`config.mk`:
```
export PLATFORM = sky130hd
export DESIGN_NAME = sorted_priority_queue_unit
export DESIGN_NICKNAME = d
export VERILOG_FILES = /design/src/design/spq_pkg.sv /design/src/design/spq_cell.sv /design/src/design/sorted_priority_queue_unit.sv
export SDC_FILE = /design/constraint.sdc
export NUM_CORES = 1
export LEC_CHECK = 0
export BUFFER_PORTS_ARGS = -buffer_cell sky130_fd_sc_hd__buf_2
export CORE_ASPECT_RATIO = 0.6
export CORE_MARGIN = 5
export CORE_UTILIZATION = 57
export CTS_CLUSTER_SIZE = 30
export DETAILED_ROUTE_END_ITERATION = 8
export MAX_ROUTING_LAYER = met4
export PLACE_DENSITY = 0.83
export SLEW_MARGIN = 20
export SYNTH_ARGS = -nofsm -noshare
export SYNTH_HDL_FRONTEND = slang
export SYNTH_SLANG_ARGS = --single-unit
```
`constraint.sdc`:
```
create_clock -name clk -period 3.45 [get_ports clk]
set_clock_uncertainty 0.15 [all_clocks]
set_input_delay 0.345 -clock clk [delete_from_list [all_inputs] [get_ports clk]]
set_output_delay 0.345 -clock clk [all_outputs]
set_load 0.01 [all_outputs]
```
`src/design/spq_pkg.sv`:
```
package spq_pkg;

	// Operation carried in the input tuser
	typedef enum logic [0:0] {
		CMD_ENQ = 1'b0,
		CMD_DEQ = 1'b1
	} spq_cmd_t;

	// Result status carried in the output tuser
	typedef enum logic [1:0] {
		ST_OK    = 2'd0,
		ST_EMPTY = 2'd1,
		ST_FULL  = 2'd2
	} spq_status_t;

	// Operation broadcast from the control to every cell of the row
	typedef struct packed {
		logic ins;
		logic del;
	} spq_op_t;

	localparam int unsigned FIELD_W    = 8;
	localparam int unsigned CAP_W      = 5;
	localparam int unsigned IN_DATA_W  = 16;
	localparam int unsigned IN_USER_W  = 1;
	localparam int unsigned OUT_DATA_W = 24;
	localparam int unsigned OUT_USER_W = 2;

	localparam logic [CAP_W-1:0] CAP_RESET = 5'd16;

endpackage

```
`src/design/spq_cell.sv`:
```
module spq_cell #(
	parameter int unsigned PW = 8
) (
	input  logic                            clk,
	input  spq_pkg::spq_op_t                op,
	input  logic                            occupied,
	input  logic [PW-1:0]                   new_prio,
	input  logic [spq_pkg::FIELD_W-1:0]     new_info,
	input  logic                            left_ge,
	input  logic [PW-1:0]                   left_prio,
	input  logic [spq_pkg::FIELD_W-1:0]     left_info,
	input  logic [PW-1:0]                   right_prio,
	input  logic [spq_pkg::FIELD_W-1:0]     right_info,
	output logic                            ge,
	output logic [PW-1:0]                   prio,
	output logic [spq_pkg::FIELD_W-1:0]     info
);

	import spq_pkg::*;

	logic [PW-1:0]      prio_q;
	logic [FIELD_W-1:0] info_q;

	// This slot stays ahead of the new entry when it holds an equal or higher priority
	assign ge = occupied && (prio_q >= new_prio);

	// Insert: keep, take the new entry at the boundary, or shift in from the left.
	// Remove: shift in from the right. Otherwise hold.
	always_ff @(posedge clk) begin
		priority if (op.ins && !ge) begin
			if (left_ge) begin
				prio_q <= new_prio;
				info_q <= new_info;
			end else begin
				prio_q <= left_prio;
				info_q <= left_info;
			end
		end else if (op.del) begin
			prio_q <= right_prio;
			info_q <= right_info;
		end else begin
			prio_q <= prio_q;
			info_q <= info_q;
		end
	end

	assign prio = prio_q;
	assign info = info_q;

endmodule

```
`src/design/sorted_priority_queue_unit.sv`:
```
// Channel  | Dir | Handshake              | Payload (lowest bit first)
// s_axis   | in  | s_axis_tvalid/tready   | tdata: entry_priority, entry_info; tuser: cmd
// m_axis   | out | m_axis_tvalid/tready   | tdata: out_priority, out_info, count, is_empty,
//          |     |                        |   is_full, zero pad; tuser: status
// cfg      | in  | cfg_valid/cfg_ready    | cfg_data: capacity
//
// One transaction per cycle while no finished result is held back: every cell of the
// row compares its priority with the incoming one in parallel and shifts in the same
// edge, so the result sits in the output register the cycle after the input is taken.
// Reset clears the count and the result valid flag and sets capacity to 16; cell
// contents are not reset and are never read beyond the count.
// s_axis_tready drops only while a finished result waits and m_axis_tready is low.
module sorted_priority_queue_unit #(
	parameter int unsigned DEPTH     = 16,
	parameter int unsigned PRIO_BITS = 8
) (
	input  logic                               clk,
	input  logic                               arst_n,
	input  logic                               s_axis_tvalid,
	output logic                               s_axis_tready,
	// entry_priority [7:0], entry_info [15:8]
	input  logic [spq_pkg::IN_DATA_W-1:0]      s_axis_tdata,
	// cmd [0]
	input  logic [spq_pkg::IN_USER_W-1:0]      s_axis_tuser,
	output logic                               m_axis_tvalid,
	input  logic                               m_axis_tready,
	// out_priority [7:0], out_info [15:8], count [20:16], is_empty [21], is_full [22]
	output logic [spq_pkg::OUT_DATA_W-1:0]     m_axis_tdata,
	// status [1:0]
	output logic [spq_pkg::OUT_USER_W-1:0]     m_axis_tuser,
	input  logic                               cfg_valid,
	output logic                               cfg_ready,
	input  logic [spq_pkg::CAP_W-1:0]          cfg_data
);

	import spq_pkg::*;

	localparam int unsigned PW    = (PRIO_BITS < FIELD_W) ? PRIO_BITS : FIELD_W;
	localparam int unsigned CNT_W = $clog2(DEPTH + 1);
	localparam int unsigned CMP_W = (CNT_W > CAP_W) ? CNT_W : CAP_W;

	logic [CAP_W-1:0]      cap_q;
	logic [CNT_W-1:0]      count_q;
	logic [CNT_W-1:0]      count_d;
	logic                  out_valid_q;
	logic [OUT_DATA_W-1:0] out_data_q;
	logic [OUT_USER_W-1:0] out_user_q;

	logic                  accept;
	spq_cmd_t              cmd;
	logic [PW-1:0]         new_prio;
	logic [FIELD_W-1:0]    new_info;
	logic [CMP_W-1:0]      cap_eff;
	logic                  full_now;
	logic                  empty_now;
	spq_op_t               op;
	spq_status_t           status;
	logic [FIELD_W-1:0]    res_prio;
	logic [FIELD_W-1:0]    res_info;

	logic                  ge_w   [DEPTH];
	logic [PW-1:0]         prio_w [DEPTH];
	logic [FIELD_W-1:0]    info_w [DEPTH];

	// Configuration is always taken
	assign cfg_ready = 1'b1;

	always_ff @(posedge clk or negedge arst_n) begin
		if (!arst_n) begin
			cap_q <= CAP_RESET;
		end else if (cfg_valid) begin
			cap_q <= cfg_data;
		end
	end

	// Input unpacking
	assign accept   = s_axis_tvalid && s_axis_tready;
	assign cmd      = spq_cmd_t'(s_axis_tuser[0]);
	assign new_prio = PW'(s_axis_tdata[FIELD_W-1:0]);
	assign new_info = s_axis_tdata[2*FIELD_W-1:FIELD_W];

	// Clamp capacity into 1..DEPTH
	always_comb begin
		cap_eff = CMP_W'(cap_q);
		if (cap_eff == '0) begin
			cap_eff = CMP_W'(1);
		end else if (cap_eff > CMP_W'(DEPTH)) begin
			cap_eff = CMP_W'(DEPTH);
		end
	end

	assign full_now  = CMP_W'(count_q) >= cap_eff;
	assign empty_now = count_q == '0;

	// Decide the operation, the status and the next count
	always_comb begin
		op.ins  = 1'b0;
		op.del  = 1'b0;
		status  = ST_OK;
		count_d = count_q;
		unique case (cmd)
			CMD_ENQ: begin
				if (full_now) begin
					status = ST_FULL;
				end else begin
					op.ins  = accept;
					count_d = count_q + CNT_W'(1);
				end
			end
			CMD_DEQ: begin
				if (empty_now) begin
					status = ST_EMPTY;
				end else begin
					op.del  = accept;
					count_d = count_q - CNT_W'(1);
				end
			end
		endcase
	end

	// Head of the row leaves on a successful dequeue
	assign res_prio = (cmd == CMD_DEQ && !empty_now) ? FIELD_W'(prio_w[0]) : '0;
	assign res_info = (cmd == CMD_DEQ && !empty_now) ? info_w[0] : '0;

	always_ff @(posedge clk or negedge arst_n) begin
		if (!arst_n) begin
			count_q <= '0;
		end else if (accept) begin
			count_q <= count_d;
		end
	end

	// Row of cells, head at index zero
	for (genvar i = 0; i < DEPTH; i++) begin : g_cell
		logic                occ;
		logic                l_ge;
		logic [PW-1:0]       l_prio;
		logic [FIELD_W-1:0]  l_info;
		logic [PW-1:0]       r_prio;
		logic [FIELD_W-1:0]  r_info;

		assign occ = count_q > CNT_W'(i);

		if (i == 0) begin : g_head
			assign l_ge   = 1'b1;
			assign l_prio = new_prio;
			assign l_info = new_info;
		end else begin : g_mid
			assign l_ge   = ge_w[i-1];
			assign l_prio = prio_w[i-1];
			assign l_info = info_w[i-1];
		end

		if (i == DEPTH - 1) begin : g_tail
			assign r_prio = prio_w[i];
			assign r_info = info_w[i];
		end else begin : g_inner
			assign r_prio = prio_w[i+1];
			assign r_info = info_w[i+1];
		end

		spq_cell #(
			.PW (PW)
		) u_cell (
			.clk        (clk),
			.op         (op),
			.occupied   (occ),
			.new_prio   (new_prio),
			.new_info   (new_info),
			.left_ge    (l_ge),
			.left_prio  (l_prio),
			.left_info  (l_info),
			.right_prio (r_prio),
			.right_info (r_info),
			.ge         (ge_w[i]),
			.prio       (prio_w[i]),
			.info       (info_w[i])
		);
	end

	// Output register: accept a new transaction while it is empty or the held one is taken
	assign s_axis_tready = !out_valid_q || m_axis_tready;

	always_ff @(posedge clk or negedge arst_n) begin
		if (!arst_n) begin
			out_valid_q <= 1'b0;
		end else if (accept) begin
			out_valid_q <= 1'b1;
		end else if (m_axis_tready) begin
			out_valid_q <= 1'b0;
		end
	end

	always_ff @(posedge clk) begin
		if (accept) begin
			out_data_q <= {
				1'b0,
				CMP_W'(count_d) >= cap_eff,
				count_d == '0,
				CAP_W'(count_d),
				res_info,
				res_prio
			};
			out_user_q <= status;
		end
	end

	assign m_axis_tvalid = out_valid_q;
	assign m_axis_tdata  = out_data_q;
	assign m_axis_tuser  = out_user_q;

endmodule
```
==> results of run 1 <==
cells by family after synthesis:
family / count (synthesis)
AOI/OAI and AO/OA: 378
xor gates and xnor gates: 2
adders and majority gates: 143
buffers and inverters: 132
DFF: 292
muxes: 262
other: 2
and+or+nand+nor: 404
final cells by class:
type / count / area (um2)
antenna: 1 / 2.50
clock buffer: 29 / 704
clock inverter: 22 / 269
fill: 2250 / 10300
inverter: 35 / 131
multi-input combinational: 1191 / 8430
sequential: 292 / 8710
tap: 408 / 510
timing repair buffer: 161 / 1160
through the flow:
step | setup WS, ns | total power, W | utilization | std cells | instance area [um2]
after floorplan | 0.0174 | 0.00968 | - | 1615 | 17600
after global placement | 0.166 | 0.0113 | 0.621 | 2072 | 18800
after detailed placement | 0.00365 | 0.0116 | 0.621 | 2072 | 18800
after CTS | 0.176 | 0.0149 | 0.658 | 2137 | 19900
after global routing | 0.0260 | 0.0159 | 0.659 | 2138 | 19900
final | 0.237 | 0.0151 | 0.659 | 2139 | 19900
worst max-delay path: cells and delay by family, from the launching register on:
kind	cells	cell delay [ns]
DFF	1	0.55
and+or+nand+nor	5	0.45
xor gates and xnor gates	1	0.20
adders and majority gates	2	0.54
AOI/OAI and AO/OA	6	0.91
buffers and inverters	2	0.17
final timing paths:
kind	start	endpoint	slack (ns)	cells after the start
worst min register to register	g_cell[15].u_cell.info[7]	g_cell[14].u_cell.info[7]	0.37	2
max in group asynchronous	arst_n	cap_q[4]	2.81	2
worst max register to register	cap_q[4]	m_axis_tdata[22]	0.24	16
worst max-delay path	cap_q[4]	m_axis_tdata[22]	0.24	16
min in group clk	s_axis_tdata[14]	g_cell[0].u_cell.info[6]	0.19	2
worst min-delay path	arst_n	count_q[1]	0.05	2
layer usage:
layer / vias to the layer above / global-route usage / part of all wire
met5: - / - / 0
met4: 0 / 0.0496 / 0.020
met3: 73 / 0.0684 / 0.11
met2: 593 / 0.372 / 0.42
met1: 6440 / 0.393 / 0.46
li1: 6142 / - / -
registers in the layout, summed over array words and instances, names as in the netlist:
register            count
m_axis_tvalid           1
g_cell.u_cell.info    128
count_q                 5
m_axis_tuser            2
m_axis_tdata           23
cap_q                   5
g_cell.u_cell.prio    128
power groups by stage:
stage	logic, W	clock network [W]	registers (W)
detailed placement	0.00577	0	0.00582
floorplan	0.00405	0	0.00563
finish	0.00599	0.00331	0.00579
global placement	0.00553	0	0.00580
global route	0.00659	0.00347	0.00585
CTS	0.00586	0.00332	0.00576
cells in the final DEF, fill, tap and decap left out, types with 3 or more instances in the layout:
cell type	count
a211oi_1	14
a21oi_1	86
a31oi_1	6
and3_1	18
buf_12	4
buf_2	53
buf_4	90
bufinv_16	5
clkbuf_16	28
clkinv_1	3
clkinv_2	10
dfrtp_1	10
dlygate4sd3_1	14
edfxtp_1	281
ha_1	143
inv_1	33
mux2_2	29
mux2_4	9
mux2i_1	224
nand2_1	257
nand2b_1	8
nand3_1	3
nor2_1	57
nor2_2	7
nor2_4	5
nor2b_1	18
nor3_1	15
o211ai_1	3
o21a_1	4
o21ai_0	234
o21ai_2	11
timing repair:
| item | in CTS | in global routing |
|---|---|---|
| setup endpoints to repair | 0 | 1 |
| hold buffers | 14 | 0 |
| setup buffers | 0 | 1 |
| hold endpoints to repair | 17 | 0 |
| gates resized for setup | 0 | 3 |
==> reports/results.txt, run 1 <==
Leakage: 8.22 nW
Critical Path RT: 3.62 ns
Status: complete, no violations
Rel. slew slack: 0.410
Vias in the first global route: 12,900
Setup TNS: 0 ns
Sink Count: 292
Hold WS: 0.0537 ns
Final worst path period need: 3.21 ns
Clock share of power: 0.219
Seq/Total Area, Yosys: 0.494
Final period utilization: 0.931
Crit-path slowest cell: dfstp_2
Adder-cell share of the synthesized area: 0.101
Crit. End Element: flop
Buffers on Ports: 53
TritonCTS clock tree: yes
Crit-path cells: inv_1 -> nand2_1 -> ha_1 -> a21oi_2 -> o21a_1 -> o21a_1 -> nor2_1 -> xnor2_1 -> inv_1 -> ha_1 -> nand2b_1 -> a21o_1 -> a21oi_1 -> nor2b_1 -> o21ai_0 -> nand2b_1
Worst setup path category: flop to flop
Clk Latency, worst-skew pair: 0.59 ns
Clock-pin slew on the worst setup and hold paths: 0.06 ns
XOR/XNOR Fraction of Synth Area: 0.000993
Synthesized area: 0.0176 mm2
Row count: 49
Initial antenna violation count: 0
Die Y: 146 um
P_int: 0.00949 W
EDFF count, synth: 281
Hold Vio Cnt, Final: 0
DRC: 0
Critical Path Fanout Max: 5
VDD IR-drop max: 0.000476 V
First-pass GRT wire length: 72,200 um
Boundary Pins: 56
Post-synthesis compound-gate area fraction: 0.116
Final WL: 45,900 um
Clk buf depth: 3
F_max: 311 MHz
1st-iter DRT viols: 1,331
Most frequent cell after synthesis: edfxtp_1
Effective utilization at floorplan: 0.584
Synth-to-Final Area Change: 13.0%
Combinational share of power: 0.397
Area contributors post-synth: edfxtp_1 48%, mux2i_1 13%, ha_1 10%, o21ai_0 6.6%, nand2_1 5.5%
Area leader, netlist: edfxtp_1
Pin count of the biggest net entering global routing: 33
Min-delay worst type: primary input to asynchronous set/reset pin
Simple-gate share of the synthesized area: 0.100
Synth Register Bits: 292
Worst EP arrival: 3.38 ns
Yosys top cell area share: 0.478
Synth unique cells: 58
DR vias/cell: 6.19
Startpoint types: flop
Via count: 13,200
Max incr delay on CP: 0.55 ns
DR WL/cell: 21.5 um
P_sw: 0.00559 W
Pre-Repair DR Iteration Count: 5
Post-DP HPWL: 34,100 um
Synthesized area per cell: 10.9 um2
Routability cong.: 0.932
Pwr Density: 757 mW/mm2
Worst-Margin Slew: 0.885 ns
Layout cells sized above 1: 0.160
ANT nets after route: 0
H-tree levels: 1
GRT Total Usage: 0.265
Core Region: 0.0302 mm2
Final Setup Violations: 0
Top cells by count, synth: 281 x edfxtp_1, 257 x nand2_1, 234 x o21ai_0
Mux contribution to synthesized area: 0.153
Post-Synthesis Cells: 1,615
RSZ-0062 raised after global routing: no
Async S/R FF share, synth: 0.0377
Yosys warning total: 0
Sw frac: 0.371
Clk Tree Root Cell: clkbuf_16
Max cap viols: 0
Num CTS Buffers: 28
DIE AREA: 0.0347 mm2
Largest family of logic cells by synthesized area: multiplexers
Slew Viols, Final: 0
NumNets Final: 1,879
Seq pwr share: 0.384
Ys flop type: edfxtp_1
Chip Width: 237 um
Grt ovf: 0
Mapped Nets: 1,785
Power figures use the tool's default switching activity.
==> run 2: changes to the inputs <==
--- a/config.mk
+++ b/config.mk
@@ -7,7 +7,7 @@
 export LEC_CHECK = 0
 export BUFFER_PORTS_ARGS = -buffer_cell sky130_fd_sc_hd__buf_2
 export CORE_ASPECT_RATIO = 0.6
-export CORE_MARGIN = 5
+export CORE_MARGIN = 1
 export CORE_UTILIZATION = 57
 export CTS_CLUSTER_SIZE = 30
 export DETAILED_ROUTE_END_ITERATION = 8
==> reports/results.txt, run 2 (synthesized netlist as in run 1, its figures left out) <==
Synth-to-Final Area Change: 12.6%
Clk Latency, worst-skew pair: 0.58 ns
Most frequent cells in the layout: 281 x edfxtp_1, 257 x nand2_1, 234 x o21ai_0, 224 x mux2i_1, 142 x ha_1
Reg2reg setup slack: 0.22 ns
F_max: 309 MHz
Via count: 13,300
Layout cells sized above 1: 0.155
Pin count of the biggest net entering global routing: 34
Chip Width: 229 um
Worst flop-to-flop path endpoint: m_axis_tdata[22]
DRC: 0
ANT nets after route: 0
Post-DP HPWL: 34,200 um
Buf/Inv on CP: 2
Slew Viols, Final: 0
Startpoint types: flop
Grt ovf: 0
Hold WS: 0.0433 ns
DIE AREA: 0.0317 mm2
Clock-pin slew on the worst setup and hold paths: 0.07 ns
Pwr Density: 745 mW/mm2
H-tree levels: 1
First-pass GRT wire length: 72,300 um
Hold Vio Cnt, Final: 0
Boundary Pins: 56
DR WL/cell: 21.4 um
Clk buf depth: 3
Setup TNS: 0 ns
Crit-path cells: inv_2 -> ha_2 -> or4b_1 -> and2_4 -> nor2_1 -> xnor2_1 -> inv_1 -> ha_1 -> nand2b_1 -> a21o_1 -> a21oi_1 -> nor2b_1 -> o21ai_0 -> nand2b_1
Max cap viols: 0
Num CTS Buffers: 28
Delay-heaviest family, CP: simple AND/OR/NAND/NOR gates
Routability cong.: 0.990
1st-iter DRT viols: 1,346
Final WL: 45,900 um
Final std cells w/o fill: 2,139
Min-delay worst type: primary input to asynchronous set/reset pin
GRT Total Usage: 0.299
Status: complete, no violations
TritonCTS clock tree: yes
Buffers on Ports: 53
Clk Tree Root Cell: clkbuf_16
Leakage: 8.18 nW
Final period utilization: 0.937
Placed Cells: 2,072
Most common cell on crit path: nand2b_1
Final Setup Violations: 0
Sink Count: 292
Pre-Repair DR Iteration Count: 5
Final setup margin: 0.217 ns
Initial antenna violation count: 1
Effective utilization at floorplan: 0.585
VDD IR-drop max: 0.000414 V
Core Region: 0.0302 mm2
R2R cell count: 14
RSZ-0062 raised after global routing: no
Vias in the first global route: 13,000
Worst-Margin Slew: 0.699 ns
Critical Path Fanout Max: 9
Rel. slew slack: 0.534
Final worst path period need: 3.23 ns
Crit-path slowest cell: or4b_1
Critical R2R Launch: count_q[0]
Worst setup path category: flop to flop
Crit. End Element: flop
Commonest non-fill, non-tap cell in the layout: edfxtp_1
Max incr delay on CP: 0.48 ns
NumNets Final: 1,879
Worst EP arrival: 3.40 ns
Critical Path RT: 3.62 ns
Row count: 49
DR vias/cell: 6.23
Pre-CTS WS: 0.158 ns
Die Y: 138 um
-- run 2: cell types whose count changed in the layout (fill, tap and decap cells not counted), sizes merged --
cell / delta
bufinv: -3
clkbuf: +7
clkinv: -2
clkinvlp: -1
inv: -1
-- run 2: report_power, final --
group	total, W	switching (W)	internal, W
clock network	0.00306	0.00139	0.00167
registers	0.00579	0.000596	0.00519
logic	0.00595	0.00354	0.00241
-- run 2: layer usage --
layer | vias to the layer above | share of wire | GRT usage
li1 | 6139 | - | -
met1 | 6501 | 0.46 | 0.446
met2 | 621 | 0.41 | 0.410
met3 | 56 | 0.11 | 0.0794
met4 | 0 | 0.017 | 0.0568
met5 | - | 0 | -
-- run 2: worst max-delay path by stage --
| stage | startpoint | slack [ns] | cells past startpoint | end |
|---|---|---|---|---|
| 3_5_place_dp | cap_q[2] | 0.16 | 17 | m_axis_tdata[22] |
| 3_3_place_gp | cap_q[2] | 0.16 | 17 | m_axis_tdata[22] |
| 6_report | count_q[0] | 0.22 | 14 | m_axis_tdata[22] |
| 2_1_floorplan | s_axis_tdata[1] | 0.02 | 12 | g_cell[0].u_cell.info[0] |
| 5_1_grt | cap_q[2] | 0.03 | 14 | m_axis_tdata[22] |
| 4_1_cts | cap_q[2] | 0.13 | 17 | m_axis_tdata[22] |
-- run 2: worst reg2reg max path, cell delays in order, from the launching register on --
cell and delay, ns:
dfrtp_1 0.39, inv_2 0.16, ha_2 0.25, or4b_1 0.48
and2_4 0.20, nor2_1 0.13, xnor2_1 0.16, inv_1 0.07
ha_1 0.29, nand2b_1 0.14, a21o_1 0.17, a21oi_1 0.14
nor2b_1 0.06, o21ai_0 0.14, nand2b_1 0.07
-- run 2: area by class of cell --
type / instances / area (um2)
Antenna cell: 1 / 2.50
Multi-Input combinational cell: 1191 / 8420
Clock buffer: 36 / 741
Inverter: 35 / 131
Sequential cell: 292 / 8710
Clock inverter: 15 / 144
Fill cell: 2242 / 10300
Tap cell: 408 / 510
Timing Repair Buffer: 161 / 1200
-- run 2: timing repair --
item / in CTS / in global routing
hold buffers: 14 / 0
resized for setup: 0 / 2
buffers inserted: 0 / 1
endpoints found under the setup margin: 0 / 1
hold endpoints to repair: 17 / 0
-- run 2: through the flow --
stage	utilization	power, W	cell area [um2]
floorplan	-	0.00968	17600
global placement	0.624	0.0113	18800
detailed placement	0.624	0.0116	18800
CTS	0.658	0.0147	19800
global route	0.658	0.0156	19900
finish	0.659	0.0148	19900
